--- src/hw/rtl/swt_pkg.sv ---
// Shared types and character codes for the shell word tokenizer.
package swt_pkg;

    // Token kinds as they appear on the output channel.
    typedef enum logic [2:0] {
        KIND_CHAR = 3'd0,
        KIND_WEND = 3'd1,
        KIND_ROUT = 3'd2,
        KIND_APP  = 3'd3,
        KIND_RERR = 3'd4,
        KIND_EOL  = 3'd5
    } kind_t;

    // Held lookahead of the front end.
    typedef enum logic [2:0] {
        LA_NONE  = 3'd0,
        LA_ESC   = 3'd1,
        LA_DQESC = 3'd2,
        LA_GT    = 3'd3,
        LA_TWO   = 3'd4
    } la_t;

    typedef struct packed {
        kind_t      kind;
        logic [7:0] word_char;
    } tok_t;

    // All tokens caused by one input byte; cnt is 1 to 3 when queued.
    typedef struct packed {
        logic [1:0]     cnt;
        tok_t [2:0]     tok;
    } bundle_t;

    localparam logic [7:0] CH_SPACE   = 8'h20;
    localparam logic [7:0] CH_TAB     = 8'h09;
    localparam logic [7:0] CH_SQUOTE  = 8'h27;
    localparam logic [7:0] CH_DQUOTE  = 8'h22;
    localparam logic [7:0] CH_BSLASH  = 8'h5C;
    localparam logic [7:0] CH_DOLLAR  = 8'h24;
    localparam logic [7:0] CH_GT      = 8'h3E;
    localparam logic [7:0] CH_TWO     = 8'h32;

    // Default depth of the bundle queue between front and back end.
    localparam int SWT_QDEPTH = 2;

endpackage

--- src/hw/rtl/swt_if.sv ---
// Channel interfaces: command line bytes in, tokens out.
interface swt_in_if;
    logic       valid;
    logic       ready;
    logic [7:0] ch;
    logic       is_end;

    modport source (output valid, output ch, output is_end, input ready);
    modport sink   (input valid, input ch, input is_end, output ready);
endinterface

interface swt_out_if;
    logic       valid;
    logic       ready;
    logic [2:0] kind;
    logic [7:0] word_char;
    logic       last_of_run;

    modport source (output valid, output kind, output word_char, output last_of_run,
                     input ready);
    modport sink   (input valid, input kind, input word_char, input last_of_run,
                    output ready);
endinterface

--- src/hw/rtl/swt_front.sv ---
// Front end: lexes one byte per cycle, while the queue has room, into a bundle of up to three tokens.
module swt_front import swt_pkg::*; (
    input  logic          clk,
    input  logic          rst_n,
    swt_in_if.sink        line,
    output logic          push_valid,
    input  logic          push_ready,
    output bundle_t       push_data
);

    typedef struct packed {
        logic sq;
        logic dq;
        logic wo;
        la_t  la;
    } lex_st_t;

    typedef struct packed {
        lex_st_t st;
        bundle_t b;
    } work_t;

    lex_st_t st_reg, st_next;
    work_t   w;
    logic    accept;

    function automatic work_t put(work_t wi, kind_t k, logic [7:0] c);
        work_t r;
        r = wi;
        if (r.b.cnt != 2'd3)
        begin
            r.b.tok[r.b.cnt].kind      = k;
            r.b.tok[r.b.cnt].word_char = (k == KIND_CHAR) ? c : 8'h00;
            r.b.cnt                    = r.b.cnt + 2'd1;
        end
        return r;
    endfunction

    function automatic work_t put_char(work_t wi, logic [7:0] c);
        work_t r;
        r      = put(wi, KIND_CHAR, c);
        r.st.wo = 1'b1;
        return r;
    endfunction

    function automatic work_t close_word(work_t wi);
        work_t r;
        r = wi;
        if (r.st.wo)
        begin
            r      = put(r, KIND_WEND, 8'h00);
            r.st.wo = 1'b0;
        end
        return r;
    endfunction

    // Unescaped byte, no lookahead pending.
    function automatic work_t plain(work_t wi, logic [7:0] c);
        work_t r;
        r = wi;
        if (r.st.sq)
        begin
            if (c == CH_SQUOTE)
                r.st.sq = 1'b0;
            else
                r = put_char(r, c);
        end
        else if (r.st.dq)
        begin
            if (c == CH_DQUOTE)
                r.st.dq = 1'b0;
            else if (c == CH_BSLASH)
                r.st.la = LA_DQESC;
            else
                r = put_char(r, c);
        end
        else if (c inside {CH_SPACE, CH_TAB})
            r = close_word(r);
        else if (c == CH_BSLASH)
            r.st.la = LA_ESC;
        else if (c == CH_GT)
        begin
            r       = close_word(r);
            r.st.la = LA_GT;
        end
        else if (c == CH_TWO)
            r.st.la = LA_TWO;
        else if (c == CH_SQUOTE)
        begin
            r.st.sq = 1'b1;
            r.st.wo = 1'b1;
        end
        else if (c == CH_DQUOTE)
        begin
            r.st.dq = 1'b1;
            r.st.wo = 1'b1;
        end
        else
            r = put_char(r, c);
        return r;
    endfunction

    always_comb
    begin
        w       = '0;
        w.st    = st_reg;
        w.st.la = LA_NONE;
        if (line.is_end)
        begin
            case (st_reg.la)
                LA_DQESC: w = put_char(w, CH_BSLASH);
                LA_GT:    w = put(w, KIND_ROUT, 8'h00);
                LA_TWO:   w = put_char(w, CH_TWO);
                default:  ;
            endcase
            w    = close_word(w);
            w    = put(w, KIND_EOL, 8'h00);
            w.st = '0;
        end
        else
        begin
            case (st_reg.la)
                LA_ESC:
                    w = put_char(w, line.ch);
                LA_DQESC:
                begin
                    if (line.ch inside {CH_DQUOTE, CH_BSLASH, CH_DOLLAR})
                        w = put_char(w, line.ch);
                    else
                    begin
                        w = put_char(w, CH_BSLASH);
                        w = plain(w, line.ch);
                    end
                end
                LA_GT:
                begin
                    if (line.ch == CH_GT)
                        w = put(w, KIND_APP, 8'h00);
                    else
                    begin
                        w = put(w, KIND_ROUT, 8'h00);
                        w = plain(w, line.ch);
                    end
                end
                LA_TWO:
                begin
                    if (line.ch == CH_GT)
                    begin
                        w = close_word(w);
                        w = put(w, KIND_RERR, 8'h00);
                    end
                    else
                    begin
                        w = put_char(w, CH_TWO);
                        w = plain(w, line.ch);
                    end
                end
                default:
                    w = plain(w, line.ch);
            endcase
        end
    end

    assign line.ready = push_ready;
    assign accept     = line.valid && push_ready;
    assign push_valid = accept && (w.b.cnt != 2'd0);
    assign push_data  = w.b;
    assign st_next    = accept ? w.st : st_reg;

    always_ff @(posedge clk or negedge rst_n)
    begin
        if (!rst_n)
            st_reg <= '0;
        else
            st_reg <= st_next;
    end

endmodule

--- src/hw/rtl/swt_queue.sv ---
// Small FIFO of token bundles between front and back end.
module swt_queue import swt_pkg::*; #(
    parameter int DEPTH = SWT_QDEPTH
) (
    input  logic    clk,
    input  logic    rst_n,
    input  logic    push_valid,
    output logic    push_ready,
    input  bundle_t push_data,
    output logic    pop_valid,
    input  logic    pop_ready,
    output bundle_t pop_data
);

    localparam int PW = $clog2(DEPTH);
    localparam int CW = $clog2(DEPTH + 1);

    bundle_t         mem_reg [DEPTH];
    logic [PW-1:0]   wr_ptr_reg, wr_ptr_next;
    logic [PW-1:0]   rd_ptr_reg, rd_ptr_next;
    logic [CW-1:0]   count_reg, count_next;
    logic            do_push, do_pop;

    assign push_ready = (count_reg != CW'(DEPTH));
    assign pop_valid  = (count_reg != '0);
    assign pop_data   = mem_reg[rd_ptr_reg];
    assign do_push    = push_valid && push_ready;
    assign do_pop     = pop_valid && pop_ready;

    always_comb
    begin
        wr_ptr_next = wr_ptr_reg;
        rd_ptr_next = rd_ptr_reg;
        count_next  = count_reg;
        if (do_push)
            wr_ptr_next = (wr_ptr_reg == PW'(DEPTH - 1)) ? '0 : wr_ptr_reg + PW'(1);
        if (do_pop)
            rd_ptr_next = (rd_ptr_reg == PW'(DEPTH - 1)) ? '0 : rd_ptr_reg + PW'(1);
        if (do_push && !do_pop)
            count_next = count_reg + CW'(1);
        else if (do_pop && !do_push)
            count_next = count_reg - CW'(1);
    end

    always_ff @(posedge clk or negedge rst_n)
    begin
        if (!rst_n)
        begin
            wr_ptr_reg <= '0;
            rd_ptr_reg <= '0;
            count_reg  <= '0;
        end
        else
        begin
            wr_ptr_reg <= wr_ptr_next;
            rd_ptr_reg <= rd_ptr_next;
            count_reg  <= count_next;
        end
    end

    always_ff @(posedge clk)
    begin
        if (do_push)
            mem_reg[wr_ptr_reg] <= push_data;
    end

endmodule

--- src/hw/rtl/swt_back.sv ---
// Back end: plays out one token per cycle from the current bundle while the output is ready.
module swt_back import swt_pkg::*; (
    input  logic      clk,
    input  logic      rst_n,
    input  logic      pop_valid,
    output logic      pop_ready,
    input  bundle_t   pop_data,
    swt_out_if.source tokens
);

    bundle_t    cur_reg, cur_next;
    logic       cur_valid_reg, cur_valid_next;
    logic [1:0] idx_reg, idx_next;
    logic       last, fire;
    tok_t       t;

    assign t    = cur_reg.tok[idx_reg];
    assign last = (idx_reg == cur_reg.cnt - 2'd1);
    assign fire = cur_valid_reg && tokens.ready;

    // Take the next bundle when idle or when the final token goes out.
    assign pop_ready = !cur_valid_reg || (fire && last);

    assign tokens.valid       = cur_valid_reg;
    assign tokens.kind        = t.kind;
    assign tokens.word_char   = t.word_char;
    assign tokens.last_of_run = last;

    always_comb
    begin
        cur_next       = cur_reg;
        cur_valid_next = cur_valid_reg;
        idx_next       = idx_reg;
        if (pop_ready)
        begin
            cur_next       = pop_data;
            cur_valid_next = pop_valid;
            idx_next       = 2'd0;
        end
        else if (fire)
            idx_next = idx_reg + 2'd1;
    end

    always_ff @(posedge clk or negedge rst_n)
    begin
        if (!rst_n)
        begin
            cur_valid_reg <= 1'b0;
            idx_reg       <= 2'd0;
        end
        else
        begin
            cur_valid_reg <= cur_valid_next;
            idx_reg       <= idx_next;
        end
    end

    always_ff @(posedge clk)
    begin
        cur_reg <= cur_next;
    end

endmodule

--- src/hw/rtl/shell_word_tokenizer.sv ---
// Top level of the shell word tokenizer: front end, bundle queue, back end.
//
// Streaming lexer for a shell command line. One byte is taken per transaction on
// "line"; is_end marks the end of the line (ch is then ignored). Tokens leave on
// "tokens" one per transaction: word bytes (kind 0), word end (1), '>' (2),
// '>>' (3), '2>' (4) and end of line (5); last_of_run flags the final token
// caused by one input byte. Bytes that cause no token (quotes, blanks between
// words, a held backslash, '>' or '2') produce no transaction. Rate: the front
// end takes one byte every cycle while the queue has room; each byte yields
// zero to three tokens, and the back end emits one token per cycle while the
// output is ready, so the output port sets the sustained rate at one token per
// cycle. An accepted byte is written into the queue, then loaded by the back
// end, before its first token leaves. The queue holds QDEPTH bundles and lets
// the input run on while tokens of earlier bytes wait on a stalled output.
module shell_word_tokenizer import swt_pkg::*; #(
    parameter int QDEPTH = SWT_QDEPTH  // bundles in flight between front and back, >= 2
) (
    input  logic      clk,
    input  logic      rst_n,
    swt_in_if.sink    line,
    swt_out_if.source tokens
);

    logic    push_valid, push_ready;
    logic    pop_valid, pop_ready;
    bundle_t push_data, pop_data;

    // Lexer state and token generation.
    swt_front u_front (
        .clk        (clk),
        .rst_n      (rst_n),
        .line       (line),
        .push_valid (push_valid),
        .push_ready (push_ready),
        .push_data  (push_data)
    );

    // Decouples byte intake from token playout.
    swt_queue #(
        .DEPTH (QDEPTH)
    ) u_queue (
        .clk        (clk),
        .rst_n      (rst_n),
        .push_valid (push_valid),
        .push_ready (push_ready),
        .push_data  (push_data),
        .pop_valid  (pop_valid),
        .pop_ready  (pop_ready),
        .pop_data   (pop_data)
    );

    // Serializes each bundle onto the output channel.
    swt_back u_back (
        .clk       (clk),
        .rst_n     (rst_n),
        .pop_valid (pop_valid),
        .pop_ready (pop_ready),
        .pop_data  (pop_data),
        .tokens    (tokens)
    );

    // The front end never pushes into a full queue.
    a_no_overflow: assert property (@(posedge clk) disable iff (!rst_n)
        push_valid |-> push_ready)
        else $error("bundle pushed into full queue");

    // A queued bundle always carries at least one token.
    a_bundle_nonempty: assert property (@(posedge clk) disable iff (!rst_n)
        push_valid |-> (push_data.cnt != 2'd0))
        else $error("empty bundle queued");

    // End of line always produces a bundle.
    a_eol_pushes: assert property (@(posedge clk) disable iff (!rst_n)
        (line.valid && line.ready && line.is_end) |-> push_valid)
        else $error("end of line produced no tokens");

    // The end marker is always the final token of its byte.
    a_eol_last: assert property (@(posedge clk) disable iff (!rst_n)
        (tokens.valid && (tokens.kind == KIND_EOL)) |-> tokens.last_of_run)
        else $error("end marker not flagged last");

endmodule

--- src/flat_wrapper.sv ---
// flat-port wrapper written by rule: the top's interface ports become plain ports
module shell_word_tokenizer_flat import swt_pkg::*;
#(
    parameter int QDEPTH = SWT_QDEPTH                                                   
)
  (clk, rst_n, line_valid, line_ch, line_is_end, line_ready, tokens_valid, tokens_kind, tokens_word_char, tokens_last_of_run, tokens_ready);
  swt_in_if line_i ();
  swt_out_if tokens_i ();
  input  logic clk;
  input  logic rst_n;
  input wire logic [$bits(line_i.valid)-1:0] line_valid;
  input wire logic [$bits(line_i.ch)-1:0] line_ch;
  input wire logic [$bits(line_i.is_end)-1:0] line_is_end;
  output wire logic [$bits(line_i.ready)-1:0] line_ready;
  output wire logic [$bits(tokens_i.valid)-1:0] tokens_valid;
  output wire logic [$bits(tokens_i.kind)-1:0] tokens_kind;
  output wire logic [$bits(tokens_i.word_char)-1:0] tokens_word_char;
  output wire logic [$bits(tokens_i.last_of_run)-1:0] tokens_last_of_run;
  input wire logic [$bits(tokens_i.ready)-1:0] tokens_ready;
  assign line_i.valid = line_valid;
  assign line_i.ch = line_ch;
  assign line_i.is_end = line_is_end;
  assign line_ready = line_i.ready;
  assign tokens_valid = tokens_i.valid;
  assign tokens_kind = tokens_i.kind;
  assign tokens_word_char = tokens_i.word_char;
  assign tokens_last_of_run = tokens_i.last_of_run;
  assign tokens_i.ready = tokens_ready;
  shell_word_tokenizer #(.QDEPTH(QDEPTH)) u_core (.clk(clk), .rst_n(rst_n), .line(line_i), .tokens(tokens_i));
endmodule
--- config.mk ---
export PLATFORM = sky130hd
export DESIGN_NAME = shell_word_tokenizer_flat
export DESIGN_NICKNAME = d
export VERILOG_FILES = /design/src/hw/rtl/swt_pkg.sv /design/src/hw/rtl/swt_if.sv /design/src/hw/rtl/swt_front.sv /design/src/hw/rtl/swt_queue.sv /design/src/hw/rtl/swt_back.sv /design/src/hw/rtl/shell_word_tokenizer.sv /design/src/flat_wrapper.sv
export SDC_FILE = /design/constraint.sdc
export NUM_CORES = 1
export LEC_CHECK = 0
export BUFFER_PORTS_ARGS = -buffer_cell sky130_fd_sc_hd__buf_4
export CAP_MARGIN = 0
export CELL_PAD_IN_SITES_DETAIL_PLACEMENT = 2
export CELL_PAD_IN_SITES_GLOBAL_PLACEMENT = 2
export CORE_ASPECT_RATIO = 0.9
export CORE_UTILIZATION = 46
export CTS_BUF_LIST = sky130_fd_sc_hd__clkbuf_2 sky130_fd_sc_hd__clkbuf_4 sky130_fd_sc_hd__clkbuf_8
export CTS_CLUSTER_DIAMETER = 60
export DETAILED_ROUTE_END_ITERATION = 12
export PLACE_DENSITY = 0.9
export SETUP_SLACK_MARGIN = 0.5
export SLEW_MARGIN = 10
export SYNTH_ARGS = -nofsm -noshare
export SYNTH_HDL_FRONTEND = slang
export SYNTH_SLANG_ARGS = --single-unit
export TNS_END_PERCENT = 10
--- constraint.sdc ---
create_clock -name clk -period 5.8 [get_ports clk]
set_input_delay 0.29 -clock clk [delete_from_list [all_inputs] [get_ports clk]]
set_output_delay 0.29 -clock clk [all_outputs]
set_load 0.02 [all_outputs]
==> run_results.csv, run 1 <==
group,metric,value,unit
status,status,"complete, no violations",
final_layout,largest_reg_flops,48,
floorplanning,dieArea,10600,µm²
floorplanning,start_util,47.7,%
cts,cts_sinks,85,
cts,numCtsBuffers,9,
final_layout,nets,435,
power_and_ir_drop,power_frac_seq,47.4,%
timing,fin_setup_tns,0,ns
critical_path,crit_start,"u_core.u_front.st_reg[1]",
final_layout,final.fill_count,951,
timing,period_share,60.0,%
grt,grt_antenna_before_repair,1,
final_layout,diodes,0,
logic_synthesis,synthArstFlopShare,15.3,%
cts,tritoncts,"built",
detailed_routing,dr.pass1.iters,5,
critical_path,cpMostUsedCell,"nand2_1",
grt,grt_max_degree,26,
placement,dp_hpwl,11.2,mm
critical_path,r2r_start,"u_core.u_front.st_reg[1]",
power_and_ir_drop,p_int,1430,µW
detailed_routing,drt_iter0_markers,410,
power_and_ir_drop,leakage,0.00190,µW
critical_path,crit_chain,"nor2b_1 > nand2_1 > inv_1 > o21ai_0 > a21oi_1 > nand2_1 > nor3_1",
critical_path,critical_path.endpoint_type,"flop",
critical_path,cp_data_arrival_time,3.59,ns
placement,port-buffer-count,26,
worst_hold_path,hold_path_class,"primary input to flop",
critical_path,path_class,"flop to flop",
grt,globalRoute.totalOverflow,0,
timing,setup_violations,0,
logic_synthesis,synth-seq-cells,85,
logic_synthesis,yosysMostFrequentCell,"edfxtp_1",
power_and_ir_drop,pwr-share-clk,22.3,%
timing,grt_setup_unrepaired,"no",
logic_synthesis,synth_area_leaders,"edfxtp_1 46%, dfrtp_1 7.0%, mux2_2 5.8%",
cts,insertion_delay,0.36,ns
grt,grt_usage,33.8,%
final_layout,drive_above_1_share,20.4,%
detailed_routing,wl,16.9,mm
cts,cts_root_buf,"clkbuf_8",
detailed_routing,avgViaCountPerCell,6.71,
critical_path,cp.depth,7,
detailed_routing,remaining_drc_errors,0,
logic_synthesis,synth_nets,425,
critical_path,crit_path_end,"u_core.u_queue.mem_reg[1][16]",
timing,worstMarginPinSlew,1.10,ns
logic_synthesis,yosysSeqAreaShare,53.3,%
logic_synthesis,synth.distinct_cells,78,
critical_path,slowest_delay,0.74,ns
critical_path,critical_path_required,5.91,ns
floorplanning,fp.dieW,108,µm
floorplanning,core_region_area,9780,µm²
placement,placed_area,4850,µm²
cts,max-clock-path-buffers,2,
power_and_ir_drop,power_density,446,nW/µm²
timing,hold_viol_final,0,
logic_synthesis,synth_top_family_by_area,"simple AND/OR/NAND/NOR gates",
grt,grt_pass1_vias,3953,
logic_synthesis,synthMuxAreaShare,8.36,%
critical_path,critPathLaunchType,"flop",
floorplanning,io_pins,27,
logic_synthesis,ys_warn_count,0,
placement,place_ws,2.21,ns
critical_path,cp.buffers_inverters,1,
floorplanning,rows,34,
critical_path,r2r-end,"u_core.u_queue.mem_reg[1][16]",
flow_run,max_cap_violations,0,
critical_path,r2r_slack,2.32,ns
power_and_ir_drop,combPwrFrac,30.3,%
placement,gp_congestion,0.954,
logic_synthesis,synthFlopType,"edfxtp_1",
timing,slew_headroom,26.7,%
logic_synthesis,synth_edf_count,72,
logic_synthesis,synthSimpleGateAreaFrac,17.4,%
logic_synthesis,syn_inst,411,
power_and_ir_drop,switching_share,37.1,%
logic_synthesis,yosys-top-cells-count,"72 x edfxtp_1, 46 x nor2_1, 32 x nand2_1",
cts,clk_pin_slew,0.09,ns
power_and_ir_drop,switching_power,840,µW
power_and_ir_drop,vdd_drop_max,0.215,mV
logic_synthesis,synth_xor_area_share,1.88,%
final_layout,design_area,5090,µm²
logic_synthesis,synth-adder-area-share,0.268,%
logic_synthesis,synth_top_cell_by_area,"edfxtp_1",
critical_path,reg2regPathDepth,7,
cts,h-tree-depth,3,
detailed_routing,vias,3703,
logic_synthesis,synth_top_area_share,46.3,%
logic_synthesis,synth_compound_area_share,14.2,%
detailed_routing,avgRoutedWirePerCell,30.6,µm
timing,finalMaxSlewViolations,0,
logic_synthesis,synth_area,4670,µm²
timing,clock_skew,0.0161,ns
critical_path,critical_path.top_delay_family,"simple AND/OR/NAND/NOR gates",
critical_path,crit_path_top_delay_cell,"dfrtp_1",
cts,post-cts-setup-buffers,0,
timing,max_freq,287,MHz
timing,fin_crit,3.48,ns
critical_path,crit_fanout,19,
final_layout,final_util,52.0,%
timing,finalWorstSetupSlack,2.32,ns
floorplanning,fp.dieH,97.6,µm
final_layout,syn_to_final_growth,9.01,%
logic_synthesis,syn_avg_cell_area,11.4,µm²
grt,grt_pass1_wl,25.3,mm
detailed_routing,drtAntennaViolNets,0,
logic make-up after synthesis:
group                    after synthesis
flip-flops                            85
buffers and inverters                 38
AND/OR/NAND/NOR                      147
multiplexers                          36
XOR/XNOR                              10
adder cells (fa/ha/maj)                1
AO/OA/AOI/OAI                         94
placed cells by master, fill, tap and decap left out, types with 7 or more instances in the layout:
master | synthesis | routed
nor3_1 | 10 | 10
mux2_2 | 24 | 24
nand2_1 | 32 | 32
nand2b_1 | 7 | 7
a31oi_1 | 8 | 8
mux2i_1 | 12 | 12
edfxtp_1 | 72 | 72
inv_1 | 10 | 10
dfrtp_1 | 13 | 13
o21ai_0 | 14 | 14
buf_4 | 4 | 26
nor2_1 | 46 | 46
a21oi_1 | 14 | 14
clkbuf_8 | 3 | 9
power by group through the flow:
stage	sequential, µW	clock, µW	combinational (µW)
after floorplan	948	0	500
after global routing	1090	526	731
after global placement	1030	0	599
after CTS	1080	509	691
after detailed placement	1070	0	665
final	1080	506	686
worst min path at each step:
stage | startpoint | end | slack (ns) | cells past startpoint
after CTS | tokens_ready | u_core.u_back.idx_reg[0] | 0.30 | 3
after floorplan | rst_n | u_core.u_back.idx_reg[0] | -0.006 | 0
after global placement | rst_n | u_core.u_front.st_reg[3] | 0.15 | 1
after global routing | rst_n | u_core.u_back.tokens.valid | 0.32 | 2
final | tokens_ready | u_core.u_back.idx_reg[0] | 0.30 | 3
after detailed placement | rst_n | u_core.u_front.st_reg[3] | 0.16 | 1
metrics by stage:
stage | instances | total power (µW) | hold WS, ns
4_1_cts | 552 | 2280 | 0.304
5_1_grt | 552 | 2350 | 0.319
3_5_place_dp | 535 | 1740 | 0.163
6_report | 552 | 2270 | 0.301
3_3_place_gp | 535 | 1630 | 0.152
2_1_floorplan | 411 | 1450 | -0.00559
timing repair:
item / CTS / global route
hold buffers: 1 / 0
resized for setup: 0 / 0
endpoints found under the hold margin: 13 / 0
area by class of cell:
cell class | count | area, µm² | area share (%)
inverters | 10 | 37.5 | 0.738
well taps | 126 | 158 | 3.10
repair buffers | 27 | 205 | 4.03
clock buffers | 9 | 124 | 2.43
flip-flops and latches | 85 | 2490 | 48.9
multi-input cells | 288 | 1970 | 38.8
clock inverters | 7 | 103 | 2.02
layer usage:
| layer | track usage [%] | part of all wire, % | vias up |
|---|---|---|---|
| li1 | - | - | 1580 |
| met1 | 41.5 | 39 | 1869 |
| met2 | 56.9 | 50 | 192 |
| met3 | 6.57 | 6.1 | 60 |
| met4 | 15.4 | 4.7 | 2 |
| met5 | 0 | 0.11 | - |
tightest hold or removal path: cells and delay by family:
kind | cells | cell delay, ns
AND/OR/NAND/NOR | 1 | 0.14
buffers and inverters | 1 | 0.11
multiplexers | 1 | 0.07
Power figures use the tool's default switching activity.
==> inputs of run 2 (changes only) <==
--- a/config.mk
+++ b/config.mk
@@ -10,11 +10,11 @@
 export CELL_PAD_IN_SITES_DETAIL_PLACEMENT = 2
 export CELL_PAD_IN_SITES_GLOBAL_PLACEMENT = 2
 export CORE_ASPECT_RATIO = 0.9
-export CORE_UTILIZATION = 46
+export CORE_UTILIZATION = 43
 export CTS_BUF_LIST = sky130_fd_sc_hd__clkbuf_2 sky130_fd_sc_hd__clkbuf_4 sky130_fd_sc_hd__clkbuf_8
 export CTS_CLUSTER_DIAMETER = 60
 export DETAILED_ROUTE_END_ITERATION = 12
-export PLACE_DENSITY = 0.9
+export PLACE_DENSITY = 0.85
 export SETUP_SLACK_MARGIN = 0.5
 export SLEW_MARGIN = 10
 export SYNTH_ARGS = -nofsm -noshare
==> constraint.sdc (replaced) <==
create_clock -name clk -period 3.3 [get_ports clk]
set_input_delay 0.165 -clock clk [delete_from_list [all_inputs] [get_ports clk]]
set_output_delay 0.165 -clock clk [all_outputs]
set_load 0.02 [all_outputs]
==> run 2 against run 1 <==
Net effect: the flow now finishes with violations (DRC); sequential power grew 71%; die area is 6.8% higher; hold slack worse by 0.12 ns; count of clock-buffer cells in the layout grew 2; first-iteration DRC count is 30% lower; critical path depth fell by 1; sequential share of layout area decreased by 0.58 points; clock power up 66%; register-to-register slack worse by 1.8 ns; critical endpoint is now u_core.u_queue.mem_reg[0][6].
==> run_results.csv, run 2 (synthesized netlist as in run 1, its figures left out) <==
group,metric,value,unit
floorplanning,dieArea,11300,µm²
cts,numCtsBuffers,9,
final_layout,mostFrequentLayoutCell,"edfxtp_1",
cts,cts_root_buf,"clkbuf_8",
timing,clock_skew,0.0156,ns
floorplanning,core_region_area,10400,µm²
timing,setup_violations,0,
cts,max-clock-path-buffers,2,
final_layout,drive_above_1_share,22.9,%
cts,h-tree-depth,3,
grt,grt_antenna_before_repair,0,
timing,hold_viol_final,0,
placement,gp_congestion,0.955,
timing,worstMarginPinSlew,1.11,ns
timing,fin_crit,2.74,ns
power_and_ir_drop,leakage,0.00193,µW
final_layout,finalNonFillerCells,562,
grt,globalRoute.totalOverflow,0,
worst_hold_path,hold_path_class,"primary input to async pin",
cts,tritoncts,"built",
power_and_ir_drop,vdd_drop_max,0.247,mV
final_layout,final_util,49.7,%
power_and_ir_drop,power_density,752,nW/µm²
status,violations,"DRC",
cts,insertion_delay,0.36,ns
timing,max_freq,365,MHz
final_layout,diodes,0,
cts,clk_pin_slew,0.10,ns
final_layout,design_area,5150,µm²
floorplanning,start_util,45.0,%
final_layout,nets,442,
critical_path,critPathLaunchType,"flop",
critical_path,critical_path.endpoint_type,"flop",
final_layout,multi_input_area,1990,µm²
grt,grt_usage,27.4,%
floorplanning,fp.dieH,101,µm
timing,period_share,83.0,%
critical_path,crit_chain,"nor2_1 > xnor2_1 > nor2_1 > a31oi_2 > nor2b_2 > buf_4",
placement,port-buffer-count,26,
detailed_routing,dr.pass1.iters,9,
detailed_routing,drtAntennaViolNets,0,
critical_path,path_class,"flop to flop",
critical_path,crit_path_top_delay_cell,"dfrtp_1",
critical_path,cpMostUsedCell,"nor2_1",
floorplanning,io_pins,27,
status,status,"finished, violations left",
timing,finalMaxSlewViolations,0,
final_layout,syn_to_final_growth,10.4,%
timing,slew_headroom,26.3,%
grt,grt_pass1_vias,3824,
final_layout,largest_reg_flops,48,
placement,placed_area,4900,µm²
detailed_routing,avgRoutedWirePerCell,26.1,µm
final_layout,final.fill_count,1017,
timing,grt_setup_unrepaired,"yes",
flow_run,max_cap_violations,0,
detailed_routing,wl,14.7,mm
placement,dp_hpwl,10.6,mm
critical_path,slowest_delay,0.60,ns
cts,post-cts-setup-buffers,0,
critical_path,critical_path_required,3.32,ns
floorplanning,fp.dieW,112,µm
critical_path,crit_fanout,24,
final_layout,seqCellArea,2490,µm²
detailed_routing,remaining_drc_errors,2,
timing,fin_setup_tns,0,ns
cts,cts_sinks,85,
detailed_routing,drt_iter0_markers,286,
critical_path,cp_data_arrival_time,2.75,ns
final_layout,final_cell_mix,"72 x edfxtp_1, 46 x nor2_1, 33 x buf_4",
floorplanning,rows,35,
detailed_routing,avgViaCountPerCell,6.33,
placement,placed_cells,545,
detailed_routing,vias,3558,
grt,grt_max_degree,26,
grt,grt_pass1_wl,22.6,mm
run 2: what timing repair did:
item,CTS,global route
hold buffers,1,0
hold endpoints to repair,13,0
gates resized for setup,3,3
endpoints found under the setup margin,49,38
run 2: metal layers:
layer  global-route usage [%]  part of all wire (%)  routed length (µm)
met1                     34.7                    42                6210
met2                     48.2                    51                7560
met3                     4.09                   4.5                 656
met4                     9.25                   1.8                 267
met5                        0                     0                   0
run 2: critical path, delay by kind of cell (launching register included):
kind            cells  cell delay, ns
xor+xnor            1            0.44
simple gates        3            0.64
flops               1            0.60
compound gates      1            0.36
buf+inv             1            0.35
run 2: cell type report:
| class | count | area share [%] |
|---|---|---|
| clock buffers | 11 | 2.69 |
| clock inverters | 5 | 1.63 |
| inverters | 10 | 0.728 |
| multi-input cells | 288 | 38.5 |
| flip-flops and latches | 85 | 48.3 |
| well taps | 129 | 3.13 |
| repair buffers | 34 | 5.00 |
run 2: final timing paths:
path	cells past startpoint	slack, ns	endpoint	from
max in group asynchronous	2	2.92	u_core.u_back.idx_reg[1]	rst_n
min in group clk	3	0.23	u_core.u_back.idx_reg[0]	tokens_ready
setup / recovery	6	0.56	u_core.u_queue.mem_reg[0][6]	u_core.u_front.st_reg[1]
hold / removal	2	0.19	u_core.u_front.st_reg[4]	rst_n
setup reg to reg	6	0.56	u_core.u_queue.mem_reg[0][6]	u_core.u_front.st_reg[1]
hold reg to reg	1	0.51	u_core.u_queue.count_reg[1]	u_core.u_queue.count_reg[1]
run 2: power by group:
| part | switching (µW) | internal (µW) | total [µW] | leakage (µW) |
|---|---|---|---|---|
| Clock | 394 | 447 | 841 | 0.000107 |
| Sequential | 278 | 1570 | 1850 | 0.000836 |
| Combinational | 682 | 507 | 1190 | 0.000984 |
| Total | 1350 | 2520 | 3880 | 0.00193 |
run 2: metrics by stage:
step           setup WS, ns  total power [µW]  hold WS, ns
6_report              0.561              3880        0.185
5_1_grt               0.431              4040        0.197
4_1_cts               0.527              3920        0.175
3_5_place_dp          0.472              3050       0.0335
3_3_place_gp          0.705              2890       0.0266
2_1_floorplan         0.729              2550       -0.131
==> inputs of run 3 (changes only) <==
--- a/config.mk
+++ b/config.mk
@@ -10,11 +10,11 @@
 export CELL_PAD_IN_SITES_DETAIL_PLACEMENT = 2
 export CELL_PAD_IN_SITES_GLOBAL_PLACEMENT = 2
 export CORE_ASPECT_RATIO = 0.9
-export CORE_UTILIZATION = 43
+export CORE_UTILIZATION = 39
 export CTS_BUF_LIST = sky130_fd_sc_hd__clkbuf_2 sky130_fd_sc_hd__clkbuf_4 sky130_fd_sc_hd__clkbuf_8
 export CTS_CLUSTER_DIAMETER = 60
 export DETAILED_ROUTE_END_ITERATION = 12
-export PLACE_DENSITY = 0.85
+export PLACE_DENSITY = 0.82
 export SETUP_SLACK_MARGIN = 0.5
 export SLEW_MARGIN = 10
 export SYNTH_ARGS = -nofsm -noshare
==> constraint.sdc (replaced) <==
create_clock -name clk -period 2.45 [get_ports clk]
set_input_delay 0.1225 -clock clk [delete_from_list [all_inputs] [get_ports clk]]
set_output_delay 0.1225 -clock clk [all_outputs]
set_load 0.02 [all_outputs]
==> run 3 against run 2 <==
Net effect: the run now ends clean; global-route usage grew 4.6 points; largest power group unchanged; power grew 49%; largest cell class unchanged; first-iteration DRC count grew 28%.
==> run_results.csv, run 3 (synthesized netlist as in run 1, its figures left out) <==
group,metric,value,unit
timing,fin_setup_tns,0,ns
timing,hold_ws,0.120,ns
detailed_routing,drtAntennaViolNets,0,
floorplanning,start_util,40.5,%
final_layout,final_util,52.8,%
placement,dp_hpwl,12.2,mm
grt,grt_pass1_vias,4347,
power_and_ir_drop,leakage,0.00236,µW
timing,grt_setup_unrepaired,"yes",
final_layout,syn_to_final_growth,30.4,%
critical_path,reg2regPathDepth,4,
critical_path,critical_path_required,2.51,ns
timing,max_freq,426,MHz
timing,clock_skew,0.0169,ns
timing,finalMaxSlewViolations,0,
cts,cts_root_buf,"clkbuf_8",
critical_path,crit_fanout,13,
floorplanning,dieArea,12400,µm²
placement,gp_congestion,0.915,
detailed_routing,remaining_drc_errors,0,
critical_path,cp.buffers_inverters,1,
final_layout,mostFrequentLayoutCell,"buf_4",
grt,grt_antenna_before_repair,0,
detailed_routing,avgRoutedWirePerCell,32.7,µm
status,status,"complete, no violations",
grt,use_met2,55.4,%
timing,fin_crit,2.35,ns
final_layout,diodes,0,
cts,clk_pin_slew,0.11,ns
cts,max-clock-path-buffers,2,
critical_path,crit_path_top_delay_cell,"o21ai_0",
final_layout,drive_above_1_share,42.2,%
critical_path,cpMostUsedCell,"a21o_1",
grt,grtUsageMet3,6.82,%
cts,insertion_delay,0.39,ns
power_and_ir_drop,power_density,950,nW/µm²
grt,grt_pass1_wl,28.8,mm
final_layout,finalNonFillerCells,654,
floorplanning,rows,37,
critical_path,slowest_delay,0.59,ns
grt,use_met1,37.2,%
placement,port-buffer-count,26,
floorplanning,core_region_area,11500,µm²
critical_path,critPathLaunchType,"primary input",
grt,globalRoute.totalOverflow,0,
detailed_routing,vias,4156,
timing,period_share,95.7,%
flow_run,max_cap_violations,0,
critical_path,r2r-end,"u_core.u_queue.mem_reg[1][4]",
timing,hold_viol_final,0,
timing,slew_headroom,50.4,%
critical_path,crit_chain,"buf_4 > nand4b_4 > or4b_1 > a21o_1 > a21o_1 > o21ai_0 > o221ai_1",
cts,tritoncts,"built",
critical_path,critical_path.endpoint_type,"flop",
cts,cts_sinks,85,
floorplanning,io_pins,27,
detailed_routing,wl,21.4,mm
timing,worstMarginPinSlew,0.736,ns
critical_path,r2r_start,"u_core.u_front.st_reg[4]",
floorplanning,fp.dieW,117,µm
cts,h-tree-depth,3,
worst_hold_path,hold_path_class,"primary input to async pin",
detailed_routing,avgViaCountPerCell,6.35,
critical_path,cp_data_arrival_time,2.41,ns
final_layout,largest_reg_flops,48,
power_and_ir_drop,vdd_drop_max,0.354,mV
final_layout,final.fill_count,1100,
timing,setup_violations,0,
critical_path,r2r_slack,0.13,ns
cts,numCtsBuffers,9,
critical_path,path_class,"primary input to flop",
placement,placed_cells,609,
detailed_routing,dr.pass1.iters,9,
grt,grt_busiest_layer,"met2",
floorplanning,fp.dieH,106,µm
detailed_routing,drt_iter0_markers,367,
final_layout,final_cell_mix,"90 x buf_4, 72 x edfxtp_1, 41 x nor2_1",
final_layout,nets,507,
grt,grt_max_degree,26,
critical_path,critical_path.top_delay_family,"compound AO/OA/AOI/OAI gates",
grt,grt_usage,32.0,%
-- run 3: changes by cell type in the layout (fill, tap and decap cells not counted), moves of 4 or more --
| cell | delta |
|---|---|
| nor3_1 | -4 |
| nor2_1 | -5 |
| buf_4 | +57 |
| nand2_2 | +5 |
| nand2_1 | -6 |
-- run 3: metal layers --
| layer | routed length, µm | part of all wire [%] |
|---|---|---|
| met5 | 0 | 0 |
| met2 | 10500 | 49 |
| met4 | 996 | 4.7 |
| met3 | 1520 | 7.1 |
| met1 | 8410 | 39 |
-- run 3: metrics by stage --
stage	setup WS (ns)	cell area, µm²	power [µW]
3_3_place_gp	0.182	5290	4050
5_1_grt	0.0374	6090	5960
3_5_place_dp	-0.0472	5290	4310
4_1_cts	0.199	5790	5480
6_report	0.105	6090	5780
2_1_floorplan	0.412	4740	3490
-- run 3: report_power, final --
group / total (µW) / internal (µW) / switching [µW]
clock network: 1190 / 578 / 610
logic: 2220 / 874 / 1350
registers: 2380 / 2120 / 251
total: 5780 / 3580 / 2210
-- run 3: layout make-up --
class                   instances  area (µm²)  area share [%]
clock inverters                 6        77.6            1.27
inverters                      10        41.3           0.678
well taps                     156         195            3.21
flip-flops and latches         85        2490            40.9
multi-input cells             288        2330            38.3
clock buffers                  10         131            2.16
repair buffers                 99         820            13.5
-- run 3: worst max-delay path by stage --
stage	from	end	slack [ns]	cells past startpoint
after floorplan	u_core.u_front.st_reg[5]	u_core.u_queue.mem_reg[1][0]	0.41	7
after global placement	line_ch[2]	u_core.u_queue.mem_reg[1][16]	0.18	8
after detailed placement	u_core.u_front.st_reg[2]	u_core.u_queue.mem_reg[1][12]	-0.05	5
after CTS	u_core.u_front.st_reg[5]	u_core.u_queue.count_reg[1]	0.20	10
after global routing	u_core.u_back.idx_reg[1]	u_core.u_queue.count_reg[1]	0.04	10
final	line_ch[3]	u_core.u_queue.mem_reg[1][4]	0.10	7
-- run 3: worst register-to-register path: stages, from the launching register on --
cell      delay, ns
dfrtp_1        0.44
buf_4          0.20
a211oi_1       0.54
o21ai_0        0.45
o221ai_1       0.46
-- run 3: repair_timing --
item                                   4_1_cts  5_1_grt
cloned                                       0        1
endpoints found under the hold margin       13        0
setup endpoints to repair                  121      121
buffers inserted                            15       12
hold buffers                                 1        0
resized for setup                           31       38
pin swaps                                   13       12
